$ cat src/qrv_pkg.sv
`timescale 1ns / 1ps
// ---------------------------------------------------------------------------
// qrv_pkg: shared constants and types for the quaternion vector rotator
// Field widths, queue sizing, the queue status bundle and the width helper
// used by the coefficient and rotation stages.
// ---------------------------------------------------------------------------
package qrv_pkg;

   // quaternion components are fixed at 16 bits, Q2.14 by default
   localparam int QUAT_WIDTH         = 16;
   localparam int DATA_WIDTH_DEF     = 16;
   localparam int COEF_FRAC_BITS_DEF = 14;

   // coefficient queue between front and back; depth is a power of two
   localparam int QUEUE_DEPTH = 4;
   localparam int QPTR_W      = $clog2(QUEUE_DEPTH);
   localparam int QCNT_W      = $clog2(QUEUE_DEPTH + 1);

   typedef struct packed {
      logic              empty;
      logic [QCNT_W-1:0] count;
   } qrv_fifo_status_type;

   // width of an unrounded matrix term: holds 1.0 at 2*frac fraction bits
   // and the sum of two doubled products, with headroom for rounding
   function automatic int raw_width(input int frac);
      int base;
      base = (2 * frac > 2 * QUAT_WIDTH) ? 2 * frac : 2 * QUAT_WIDTH;
      return base + 3;
   endfunction

endpackage

$ cat src/qrv_front.sv
`timescale 1ns / 1ps
// ---------------------------------------------------------------------------
// qrv_front: request intake and rotation-matrix build
// Two free-running stages: coordinate products, then the nine
// rounded coefficients. Admission is by credit against the queue.
// ---------------------------------------------------------------------------
module qrv_front #(
   parameter int DATA_WIDTH     = qrv_pkg::DATA_WIDTH_DEF,
   parameter int COEF_FRAC_BITS = qrv_pkg::COEF_FRAC_BITS_DEF,
   parameter int ENTRY_W        = 1
) (
   input  logic                                  clock,
   input  logic                                  reset,
   input  logic                                  req_valid,
   output logic                                  req_ready,
   input  logic signed [qrv_pkg::QUAT_WIDTH-1:0] req_quat_x,
   input  logic signed [qrv_pkg::QUAT_WIDTH-1:0] req_quat_y,
   input  logic signed [qrv_pkg::QUAT_WIDTH-1:0] req_quat_z,
   input  logic signed [qrv_pkg::QUAT_WIDTH-1:0] req_quat_w,
   input  logic signed [DATA_WIDTH-1:0]          req_vec_x,
   input  logic signed [DATA_WIDTH-1:0]          req_vec_y,
   input  logic signed [DATA_WIDTH-1:0]          req_vec_z,
   input  qrv_pkg::qrv_fifo_status_type          q_status,
   output logic                                  push_valid,
   output logic [ENTRY_W-1:0]                    push_data
);
   import qrv_pkg::*;

   localparam int RAW_W  = raw_width(COEF_FRAC_BITS);
   localparam int COEF_W = RAW_W - COEF_FRAC_BITS;
   localparam int PROD_W = 2 * QUAT_WIDTH;

   localparam logic signed [RAW_W-1:0] ONE  = RAW_W'(1) << (2 * COEF_FRAC_BITS);
   localparam logic signed [RAW_W-1:0] HALF = RAW_W'(1) << (COEF_FRAC_BITS - 1);

   // product slots
   localparam int P_XX = 0;
   localparam int P_YY = 1;
   localparam int P_ZZ = 2;
   localparam int P_XY = 3;
   localparam int P_XZ = 4;
   localparam int P_YZ = 5;
   localparam int P_WX = 6;
   localparam int P_WY = 7;
   localparam int P_WZ = 8;

   logic                     f1_valid_ff, f1_valid_in;
   logic                     f2_valid_ff, f2_valid_in;
   logic signed [PROD_W-1:0] prod_ff [9];
   logic signed [PROD_W-1:0] prod_in [9];
   logic signed [DATA_WIDTH-1:0] vec1_ff [3];
   logic signed [DATA_WIDTH-1:0] vec2_ff [3];
   logic signed [RAW_W-1:0]  dbl [9];
   logic signed [RAW_W-1:0]  raw [9];
   logic signed [RAW_W-1:0]  rnd [9];
   logic signed [COEF_W-1:0] coef_in [9];
   logic signed [COEF_W-1:0] coef_ff [9];
   logic [QCNT_W:0]          in_flight;

   // credit: queued entries plus the two stages may not exceed the queue
   always_comb begin
      in_flight = {1'b0, q_status.count} + (QCNT_W + 1)'(f1_valid_ff)
                  + (QCNT_W + 1)'(f2_valid_ff);
      req_ready = in_flight < (QCNT_W + 1)'(QUEUE_DEPTH);
   end

   always_comb begin
      f1_valid_in      = req_valid && req_ready;
      f2_valid_in      = f1_valid_ff;
      prod_in[P_XX]    = req_quat_x * req_quat_x;
      prod_in[P_YY]    = req_quat_y * req_quat_y;
      prod_in[P_ZZ]    = req_quat_z * req_quat_z;
      prod_in[P_XY]    = req_quat_x * req_quat_y;
      prod_in[P_XZ]    = req_quat_x * req_quat_z;
      prod_in[P_YZ]    = req_quat_y * req_quat_z;
      prod_in[P_WX]    = req_quat_w * req_quat_x;
      prod_in[P_WY]    = req_quat_w * req_quat_y;
      prod_in[P_WZ]    = req_quat_w * req_quat_z;
   end

   // build the matrix from the doubled products and round each term
   always_comb begin
      for (int i = 0; i < 9; i++) begin
         dbl[i] = RAW_W'(prod_ff[i]) <<< 1;
      end
      raw[0] = ONE - (dbl[P_YY] + dbl[P_ZZ]);
      raw[1] = dbl[P_XY] - dbl[P_WZ];
      raw[2] = dbl[P_XZ] + dbl[P_WY];
      raw[3] = dbl[P_XY] + dbl[P_WZ];
      raw[4] = ONE - (dbl[P_XX] + dbl[P_ZZ]);
      raw[5] = dbl[P_YZ] - dbl[P_WX];
      raw[6] = dbl[P_XZ] - dbl[P_WY];
      raw[7] = dbl[P_YZ] + dbl[P_WX];
      raw[8] = ONE - (dbl[P_XX] + dbl[P_YY]);
      for (int i = 0; i < 9; i++) begin
         rnd[i]     = (raw[i] + HALF) >>> COEF_FRAC_BITS;
         coef_in[i] = rnd[i][COEF_W-1:0];
      end
   end

   always_ff @(posedge clock) begin
      if (reset) begin
         f1_valid_ff <= 1'b0;
         f2_valid_ff <= 1'b0;
      end else begin
         f1_valid_ff <= f1_valid_in;
         f2_valid_ff <= f2_valid_in;
      end
   end

   always_ff @(posedge clock) begin
      prod_ff    <= prod_in;
      vec1_ff[0] <= req_vec_x;
      vec1_ff[1] <= req_vec_y;
      vec1_ff[2] <= req_vec_z;
      coef_ff    <= coef_in;
      vec2_ff    <= vec1_ff;
   end

   // queue entry: vector in the low bits, coefficients above
   always_comb begin
      push_valid = f2_valid_ff;
      push_data  = '0;
      for (int k = 0; k < 3; k++) begin
         push_data[k*DATA_WIDTH +: DATA_WIDTH] = vec2_ff[k];
      end
      for (int j = 0; j < 9; j++) begin
         push_data[3*DATA_WIDTH + j*COEF_W +: COEF_W] = coef_ff[j];
      end
   end

endmodule

$ cat config.mk
export PLATFORM = sky130hd
export DESIGN_NAME = qrv_front
export DESIGN_NICKNAME = d
export VERILOG_FILES = /design/src/qrv_pkg.sv /design/src/qrv_front.sv
export SDC_FILE = /design/constraint.sdc
export NUM_CORES = 1
export LEC_CHECK = 0
export ABC_CLOCK_PERIOD_IN_PS = 1300
export BUFFER_PORTS_ARGS = -buffer_cell sky130_fd_sc_hd__buf_2
export CAP_MARGIN = 25
export CORE_AREA = 2 2 47 49
export DETAILED_ROUTE_END_ITERATION = 10
export DIE_AREA = 0 0 49 51
export GPL_TIMING_DRIVEN = 0
export PLACE_DENSITY = 0.82
export REMOVE_ABC_BUFFERS = 1
export SLEW_MARGIN = 0
export SYNTH_ARGS = -nofsm -noshare
export SYNTH_HDL_FRONTEND = slang
export SYNTH_SLANG_ARGS = --single-unit
$ cat constraint.sdc
create_clock -name clock -period 1.3 [get_ports clock]
set_input_delay 0.13 -clock clock [delete_from_list [all_inputs] [get_ports clock]]
set_output_delay 0.13 -clock clock [all_outputs]
set_load 0.05 [all_outputs]
==> out/metrics.csv, run 1 <==
metric;value;unit
CP arrival;1.25;ns
largest net degree at the start of global routing;3;
DIE HEIGHT;51;µm
Residual DRC;0;
worst ir drop on vdd;532;µV
Setup crit end kind;output pin;
crit share post-route;106;%
IO Count;122;
Ys Warns;0;
GP Congestion;0.607;
commonest non-fill, non-tap cell in the layout;buf_2;
final setup margin;-0.0772;ns
R2R Setup Slk;0.09;ns
Max FO, Critical Path;2;
Iteration-0 DRC Markers;0;
clock buffer depth;2;
Crit. Startpoint;push_valid;
# setup viols final;1;
total gr overflow;0;
Synth Instances;10;
Total Nets Final;146;
vias in the first global route;142;
share of layout cells above drive strength 1;70.8;%
Crit path required time;1.17;ns
register area share after synthesis;56.1;%
Max-Cap Viols;0;
Die Area;2500;µm²
run status;finished, violations left;
Initial Util;6.91;%
core area;2060;µm²
row count;17;
Crit Path Class;reg2out;
first-pass GRT wire length;565;µm
f_max;0.726;GHz
Via density;2.27;
Tightest Hold Check Type;in2reg;
synthesized area per cell;14.3;µm²
#FFs+latches synth;4;
clock skew;0.00467;ns
failing checks;setup timing;
worst r2r src;push_valid;
Port Buffers;9;
worst skew pair latency;0.23;ns
Slew @ Worst Pin;0.266;ns
R2R cell count;4;
hold path depth;2;
drt first pass iters;1;
n_diodes;0;
CP Launch Type;flip-flop;
clock sinks;4;
clock transition at the registers of the reported paths;0.04;ns
post-synthesis cell type count;7;
post-route insts no fill;52;
final core occ;13.9;%
Final min period;1.38;ns
hold_sp;reset;
Root Buffer;clkbuf_4;
Max Slew Vio Count;0;
placed cells;47;
initial antenna violation count;0;
Die Wd;49;µm
Slew HR;82.4;%
Syn Std Cell Area;143;µm²
CTS Buf Count;3;
Area Overhead vs Synth;101;%
CTS tree;built;
Total Routing Usage GR;3.44;%
Via Count;118;
leakage;0.126;nW
most frequent cells in the layout;8 x buf_2, 3 x clkbuf_4, 3 x dfxtp_1;
final wirelength;341;µm
Worst Hold End;push_valid;
ANT nets after route;0;
P per Cell Area;1160;nW/µm²
unrepaired setup endpoints after global routing;true;
routed len/inst;6.56;µm
CTS H-tree depth;1;
RR Endpoint;f1_valid_ff;
final hold vios;0;
==> registers in the layout (all words and copies together), names as in the netlist <==
register / count
f1_valid_ff: 1
push_valid: 1
push_data: 1
vec1_ff: 1
==> worst max-delay path by stage <==
stage / cells past startpoint / end
global placement: 4 / req_ready
CTS: 4 / req_ready
global route: 4 / req_ready
floorplan: 3 / req_ready
finish: 4 / req_ready
detailed placement: 4 / req_ready
==> layout make-up <==
type / instances / area (µm²)
clock buffers: 3 / 22.5
repair buffers: 11 / 68.8
flip-flops and latches: 4 / 81.3
well taps: 28 / 35.0
inverters: 1 / 3.75
fillers: 240 / 1780
multi-input cells: 5 / 75.1
==> synthesized netlist by cell type, drive strengths merged <==
| cell type | number | area [µm²] |
|---|---|---|
| dfxtp | 4 | 80.1 |
| a2111oi | 1 | 27.5 |
| a21o | 1 | 7.51 |
| a21oi | 1 | 5.00 |
| ha | 1 | 12.5 |
| inv | 1 | 3.75 |
| nor2b | 1 | 6.26 |
==> power by group <==
group	internal [mW]	switching, mW
registers	0.129	0.00191
logic	0.0218	0.0311
clock network	0.103	0.0452
total	0.254	0.0782
==> timing repair <==
| action | in CTS | in global routing |
|---|---|---|
| setup endpoints to repair | 1 | 2 |
| setup buffers | 1 | 0 |
| pin swaps | 2 | 3 |
| hold buffers | 1 | 0 |
| hold endpoints to repair | 1 | 0 |
| resized for setup | 5 | 0 |
==> kinds of logic after synthesis <==
| family | Yosys count | share of synthesized area (%) |
|---|---|---|
| buffers and inverters | 1 | 2.63 |
| flip-flops | 4 | 56.1 |
| adder cells (fa/ha/maj) | 1 | 8.77 |
| AND/OR/NAND/NOR | 1 | 4.39 |
| AO/OA/AOI/OAI | 3 | 28.1 |
==> worst max-delay path, stage by stage (launching register included) <==
cell     delay, ns
dfxtp_2       0.34
ha_4          0.19
a21o_1        0.17
a21oi_2       0.15
buf_6         0.17
==> per-stage QoR <==
stage	hold slack, ns	instance area [µm²]	power (mW)	worst slack [ns]	setup TNS [ns]
after floorplan	0.158	143	0.157	-0.753	-0.985
after global placement	0.233	223	0.174	0.0220	0
after detailed placement	0.236	223	0.176	0.00781	0
after CTS	0.0937	287	0.340	-0.0923	-0.0923
after global routing	0.0988	287	0.352	-0.134	-0.134
final	0.0977	287	0.332	-0.0772	-0.0772
==> routing by layer <==
layer / up-vias / part of all wire, % / global-route usage, % / wire length (µm)
li1: 63 / - / - / -
met1: 46 / 57 / 3.89 / 195
met5: - / 0 / 0 / 0
met2: 9 / 35 / 4.11 / 119
met4: 0 / 0 / 2.86 / 0
met3: 0 / 7.6 / 2.63 / 26
No activity file was read; power rests on OpenSTA's default activity.
==> inputs of run 2 (changes only) <==
CTS_BUF_LIST = sky130_fd_sc_hd__clkbuf_16   (was unset)
CTS_CLUSTER_DIAMETER = 150   (was unset)
==> out/metrics.csv, run 2 (synthesized netlist as in run 1, its figures left out) <==
metric;value;unit
vias in the first global route;144;
post-route insts no fill;51;
unrepaired setup endpoints after global routing;true;
ANT nets after route;0;
P per Cell Area;1980;nW/µm²
first-pass GRT wire length;607;µm
Slew HR;82.2;%
CTS Buf Count;3;
worst skew pair latency;0.22;ns
worst ir drop on vdd;806;µV
worst stage delay on the critical path;0.33;ns
CP max-delay cell;dfxtp_2;
most frequent cells in the layout;8 x buf_2, 3 x clkbuf_16, 3 x dfxtp_1;
worst r2r src;push_valid;
Setup TNS Final;-0.0643;ns
clock buffer depth;2;
Crit path required time;1.17;ns
f_max;0.733;GHz
leakage;0.145;nW
clock transition at the registers of the reported paths;0.03;ns
initial antenna violation count;0;
run status;finished, violations left;
Setup crit end kind;output pin;
Setup crit end;req_ready;
GP Congestion;0.607;
WHS;0.0123;ns
CP Launch Type;flip-flop;
Iteration-0 DRC Markers;0;
failing checks;setup timing;
CTS tree;built;
R2R cell count;4;
final cell area excluding filler cells;329;µm²
share of layout cells above drive strength 1;73.9;%
Residual DRC;0;
Top delay family on crit path;flip-flops;
Final min period;1.36;ns
row count;17;
RR Endpoint;f1_valid_ff;
Area Overhead vs Synth;131;%
Root Buffer;clkbuf_16;
placed cells;47;
final setup margin;-0.0643;ns
crit path buf inv count;1;
IO Count;122;
# setup viols final;1;
clock skew;0.000782;ns
Crit Path Class;reg2out;
Tightest Hold Check Type;in2reg;
fillers;239;
Total Routing Usage GR;3.82;%
Crit. Startpoint;push_valid;
n_diodes;0;
Via Count;120;
final hold vios;0;
Max-Cap Viols;0;
WP depth;4;
total gr overflow;0;
Die Area;2500;µm²
final core occ;15.9;%
dpl ws;0.00781;ns
CTS H-tree depth;1;
Max Slew Vio Count;0;
Initial Util;6.91;%
commonest non-fill, non-tap cell in the layout;buf_2;
core area;2060;µm²
Max FO, Critical Path;2;
largest net degree at the start of global routing;3;
Die Wd;49;µm
CP cell instances;ha_4 -> a21o_1 -> a21oi_2 -> buf_6;
CP arrival;1.23;ns
Port Buffers;9;
Pwr Total;0.651;mW
drt first pass iters;1;
final wirelength;358;µm
Total Nets Final;145;
clock sinks;4;
routed len/inst;7.02;µm
DIE HEIGHT;51;µm
Slew @ Worst Pin;0.268;ns
R2R Setup Slk;0.10;ns
Via density;2.35;
crit share post-route;105;%
Cell Area, Placed;223;µm²
[run 2: changes by cell type in the layout (fill, tap and decap cells not counted), sizes merged]
cell,before,now
dlygate4sd3,1,0
[run 2: area by class of cell]
cell class | instances | area (µm²) | share of cell area [%]
Clock buffer | 3 | 75.1 | 22.8
Sequential cell | 4 | 81.3 | 24.7
Tap cell | 28 | 35.0 | 10.6
Multi-Input combinational cell | 5 | 75.1 | 22.8
Inverter | 1 | 3.75 | 1.14
Timing Repair Buffer | 10 | 58.8 | 17.9
[run 2: where the power goes]
part	total, mW	leakage (nW)	internal, mW	switching [mW]
logic	0.0506	0.0742	0.0198	0.0308
clock network	0.469	0.0370	0.392	0.0771
registers	0.131	0.0337	0.129	0.00190
[run 2: how the worst min path moves through the flow]
stage / start / slack [ns] / cells past startpoint / end
after floorplan: req_vec_x[0] / 0.16 / 0 / vec1_ff[32]
after global placement: req_vec_x[0] / 0.23 / 1 / vec1_ff[32]
after detailed placement: req_vec_x[0] / 0.24 / 1 / vec1_ff[32]
after CTS: req_vec_x[0] / 0.01 / 1 / vec1_ff[32]
after global routing: req_vec_x[0] / 0.01 / 1 / vec1_ff[32]
final: req_vec_x[0] / 0.01 / 1 / vec1_ff[32]
[run 2: layer usage]
| metal | routed length, µm | vias to the layer above | GRT usage [%] |
|---|---|---|---|
| met5 | 0 | - | 0 |
| met4 | 0 | 0 | 4.29 |
| met3 | 36 | 0 | 2.63 |
| met2 | 133 | 11 | 4.34 |
| met1 | 188 | 48 | 4.24 |
| li1 | - | 61 | - |
[run 2: what timing repair did]
| item | 4_1_cts | 5_1_grt |
|---|---|---|
| gates resized for setup | 5 | 0 |
| setup endpoints to repair | 1 | 2 |
| pin swaps | 2 | 3 |
| hold buffers | 0 | 0 |
| buffers inserted | 1 | 0 |
==> inputs of run 3 (changes only) <==
ABC_AREA = 1   (was unset)
==> out/metrics.csv, run 3 <==
metric;value;unit
Final min period;1.32;ns
Die Area;2500;µm²
DIE HEIGHT;51;µm
#FFs+latches synth;4;
Max-Cap Viols;0;
failing checks;setup timing;
largest net degree at the start of global routing;3;
CTS Buf Count;3;
largest cells by area after synthesis;dfxtp_1 56%, inv_1 13%, nand2_1 11%, ha_1 8.8%, nand2_2 4.4%;
Primary FF master, synth;dfxtp_1;
final setup margin;-0.0152;ns
top-count cell post-synth;inv_1;
Setup crit end kind;output pin;
Synth top cells by count;5 x inv_1, 4 x dfxtp_1, 4 x nand2_1;
f_max;0.760;GHz
Iteration-0 DRC Markers;2;
Total Routing Usage GR;3.88;%
ANT nets after route;0;
# setup viols final;1;
Die Wd;49;µm
CTS H-tree depth;1;
WHS;0.0109;ns
leakage;0.164;nW
CTS tree;built;
n_diodes;0;
run status;finished, violations left;
R2R cell count;8;
register area share after synthesis;56.1;%
hold path depth;1;
final wirelength;363;µm
Synth top area share;56.1;%
Ys Warns;0;
busiest grt layer;met3;
worst ir drop on vdd;499;µV
Total Nets Final;153;
worst skew pair latency;0.22;ns
P per Cell Area;1940;nW/µm²
crit share post-route;101;%
CP Launch Type;flip-flop;
core area;2060;µm²
initial antenna violation count;0;
Max Slew Vio Count;0;
Root Buffer;clkbuf_16;
Crit Path Class;reg2out;
Post-synth EDFFs;0;
first-pass GRT wire length;614;µm
share of layout cells above drive strength 1;64.5;%
Via density;2.41;
placed cells;54;
Port Buffers;9;
fillers;236;
final hold vios;0;
routed len/inst;6.15;µm
post-synthesis cell type count;7;
clock buffer depth;2;
Yosys top cell by area;dfxtp_1;
Via Count;142;
vias in the first global route;168;
Area Overhead vs Synth;138;%
synthesized area per cell;8.39;µm²
clock transition at the registers of the reported paths;0.03;ns
CP arrival;1.19;ns
Tightest Hold Check Type;in2reg;
most frequent cells in the layout;8 x buf_2, 4 x inv_1, 3 x nand2_1, 3 x clkbuf_16, 3 x dfxtp_1;
Syn Std Cell Area;143;µm²
total gr overflow;0;
Residual DRC;0;
Max FO, Critical Path;2;
asr flop ratio synth;0;%
clock sinks;4;
grt met3 use;5.85;%
unrepaired setup endpoints after global routing;true;
IO Count;122;
commonest non-fill, non-tap cell in the layout;buf_2;
Crit path required time;1.17;ns
M1 GR Usage;2.65;%
GP Congestion;0.598;
clock skew;0.0000738;ns
post-route insts no fill;59;
Synth Instances;17;
Initial Util;6.91;%
row count;17;
Slew @ Worst Pin;0.254;ns
Slew HR;83.2;%
Global Route met2 Usage;4.79;%
drt first pass iters;2;
-- run 3: cell types whose count changed after synthesis, sizes merged --
| cell | previous run | this run |
|---|---|---|
| inv | 1 | 5 |
| nor2b | 1 | 0 |
| a21oi | 1 | 0 |
| nand2 | 0 | 5 |
| nor2 | 0 | 2 |
| a21o | 1 | 0 |
| a2111oi | 1 | 0 |
-- run 3: final timing paths --
kind / start / to / slack [ns]
worst max register to register: push_valid / f1_valid_ff / 0.18
worst min-delay path: req_vec_x[0] / vec1_ff[32] / 0.01
worst max-delay path: push_valid / req_ready / -0.02
worst min register to register: vec1_ff[32] / push_data / 0.33
-- run 3: layout make-up --
class | count | area, µm² | share of cell area (%)
Timing Repair Buffer | 11 | 70.1 | 20.7
Sequential cell | 4 | 81.3 | 24.0
Tap cell | 28 | 35.0 | 10.3
Inverter | 5 | 18.8 | 5.54
Clock buffer | 3 | 75.1 | 22.1
Multi-Input combinational cell | 8 | 58.8 | 17.3
-- run 3: cells by family after synthesis --
family	Yosys count	share of synthesized area (%)
adder cells (fa/ha/maj)	1	8.77
flip-flops	4	56.1
buffers and inverters	5	13.2
AND/OR/NAND/NOR	7	21.9
-- run 3: metal layers --
| layer | part of all wire, % | vias to the layer above |
|---|---|---|
| li1 | - | 75 |
| met1 | 40 | 56 |
| met2 | 39 | 11 |
| met3 | 20 | 0 |
| met4 | 0 | 0 |
| met5 | 0 | - |
-- run 3: what timing repair did --
action	4_1_cts	5_1_grt
gates resized for setup	6	1
pin swaps	3	5
endpoints found under the setup margin	1	1
hold buffers	0	0
buffers inserted	1	1
-- run 3: critical path, stage by stage, from the launching register on --
cell and delay, ns:
dfxtp_2 0.32, ha_4 0.25, nand2_2 0.03, nand2_1 0.05, nand2_1 0.05, nand2_2 0.07, inv_2 0.04, buf_8 0.14
-- run 3: report_power, final --
part | total, mW | internal (mW) | switching (mW)
clock network | 0.473 | 0.392 | 0.0804
logic | 0.0528 | 0.0235 | 0.0294
registers | 0.132 | 0.129 | 0.00220
-- run 3: per-stage QoR --
step	area (µm²)	setup TNS [ns]	setup WS [ns]	power (mW)	util, %
final	339	-0.0152	-0.0152	0.657	16.4
after global routing	339	-0.0791	-0.0791	0.681	16.4
after CTS	329	-0.0353	-0.0353	0.667	15.9
after detailed placement	223	0	0.0974	0.172	10.8
after global placement	223	0	0.123	0.171	10.8
after floorplan	143	-0.273	-0.273	0.157	-
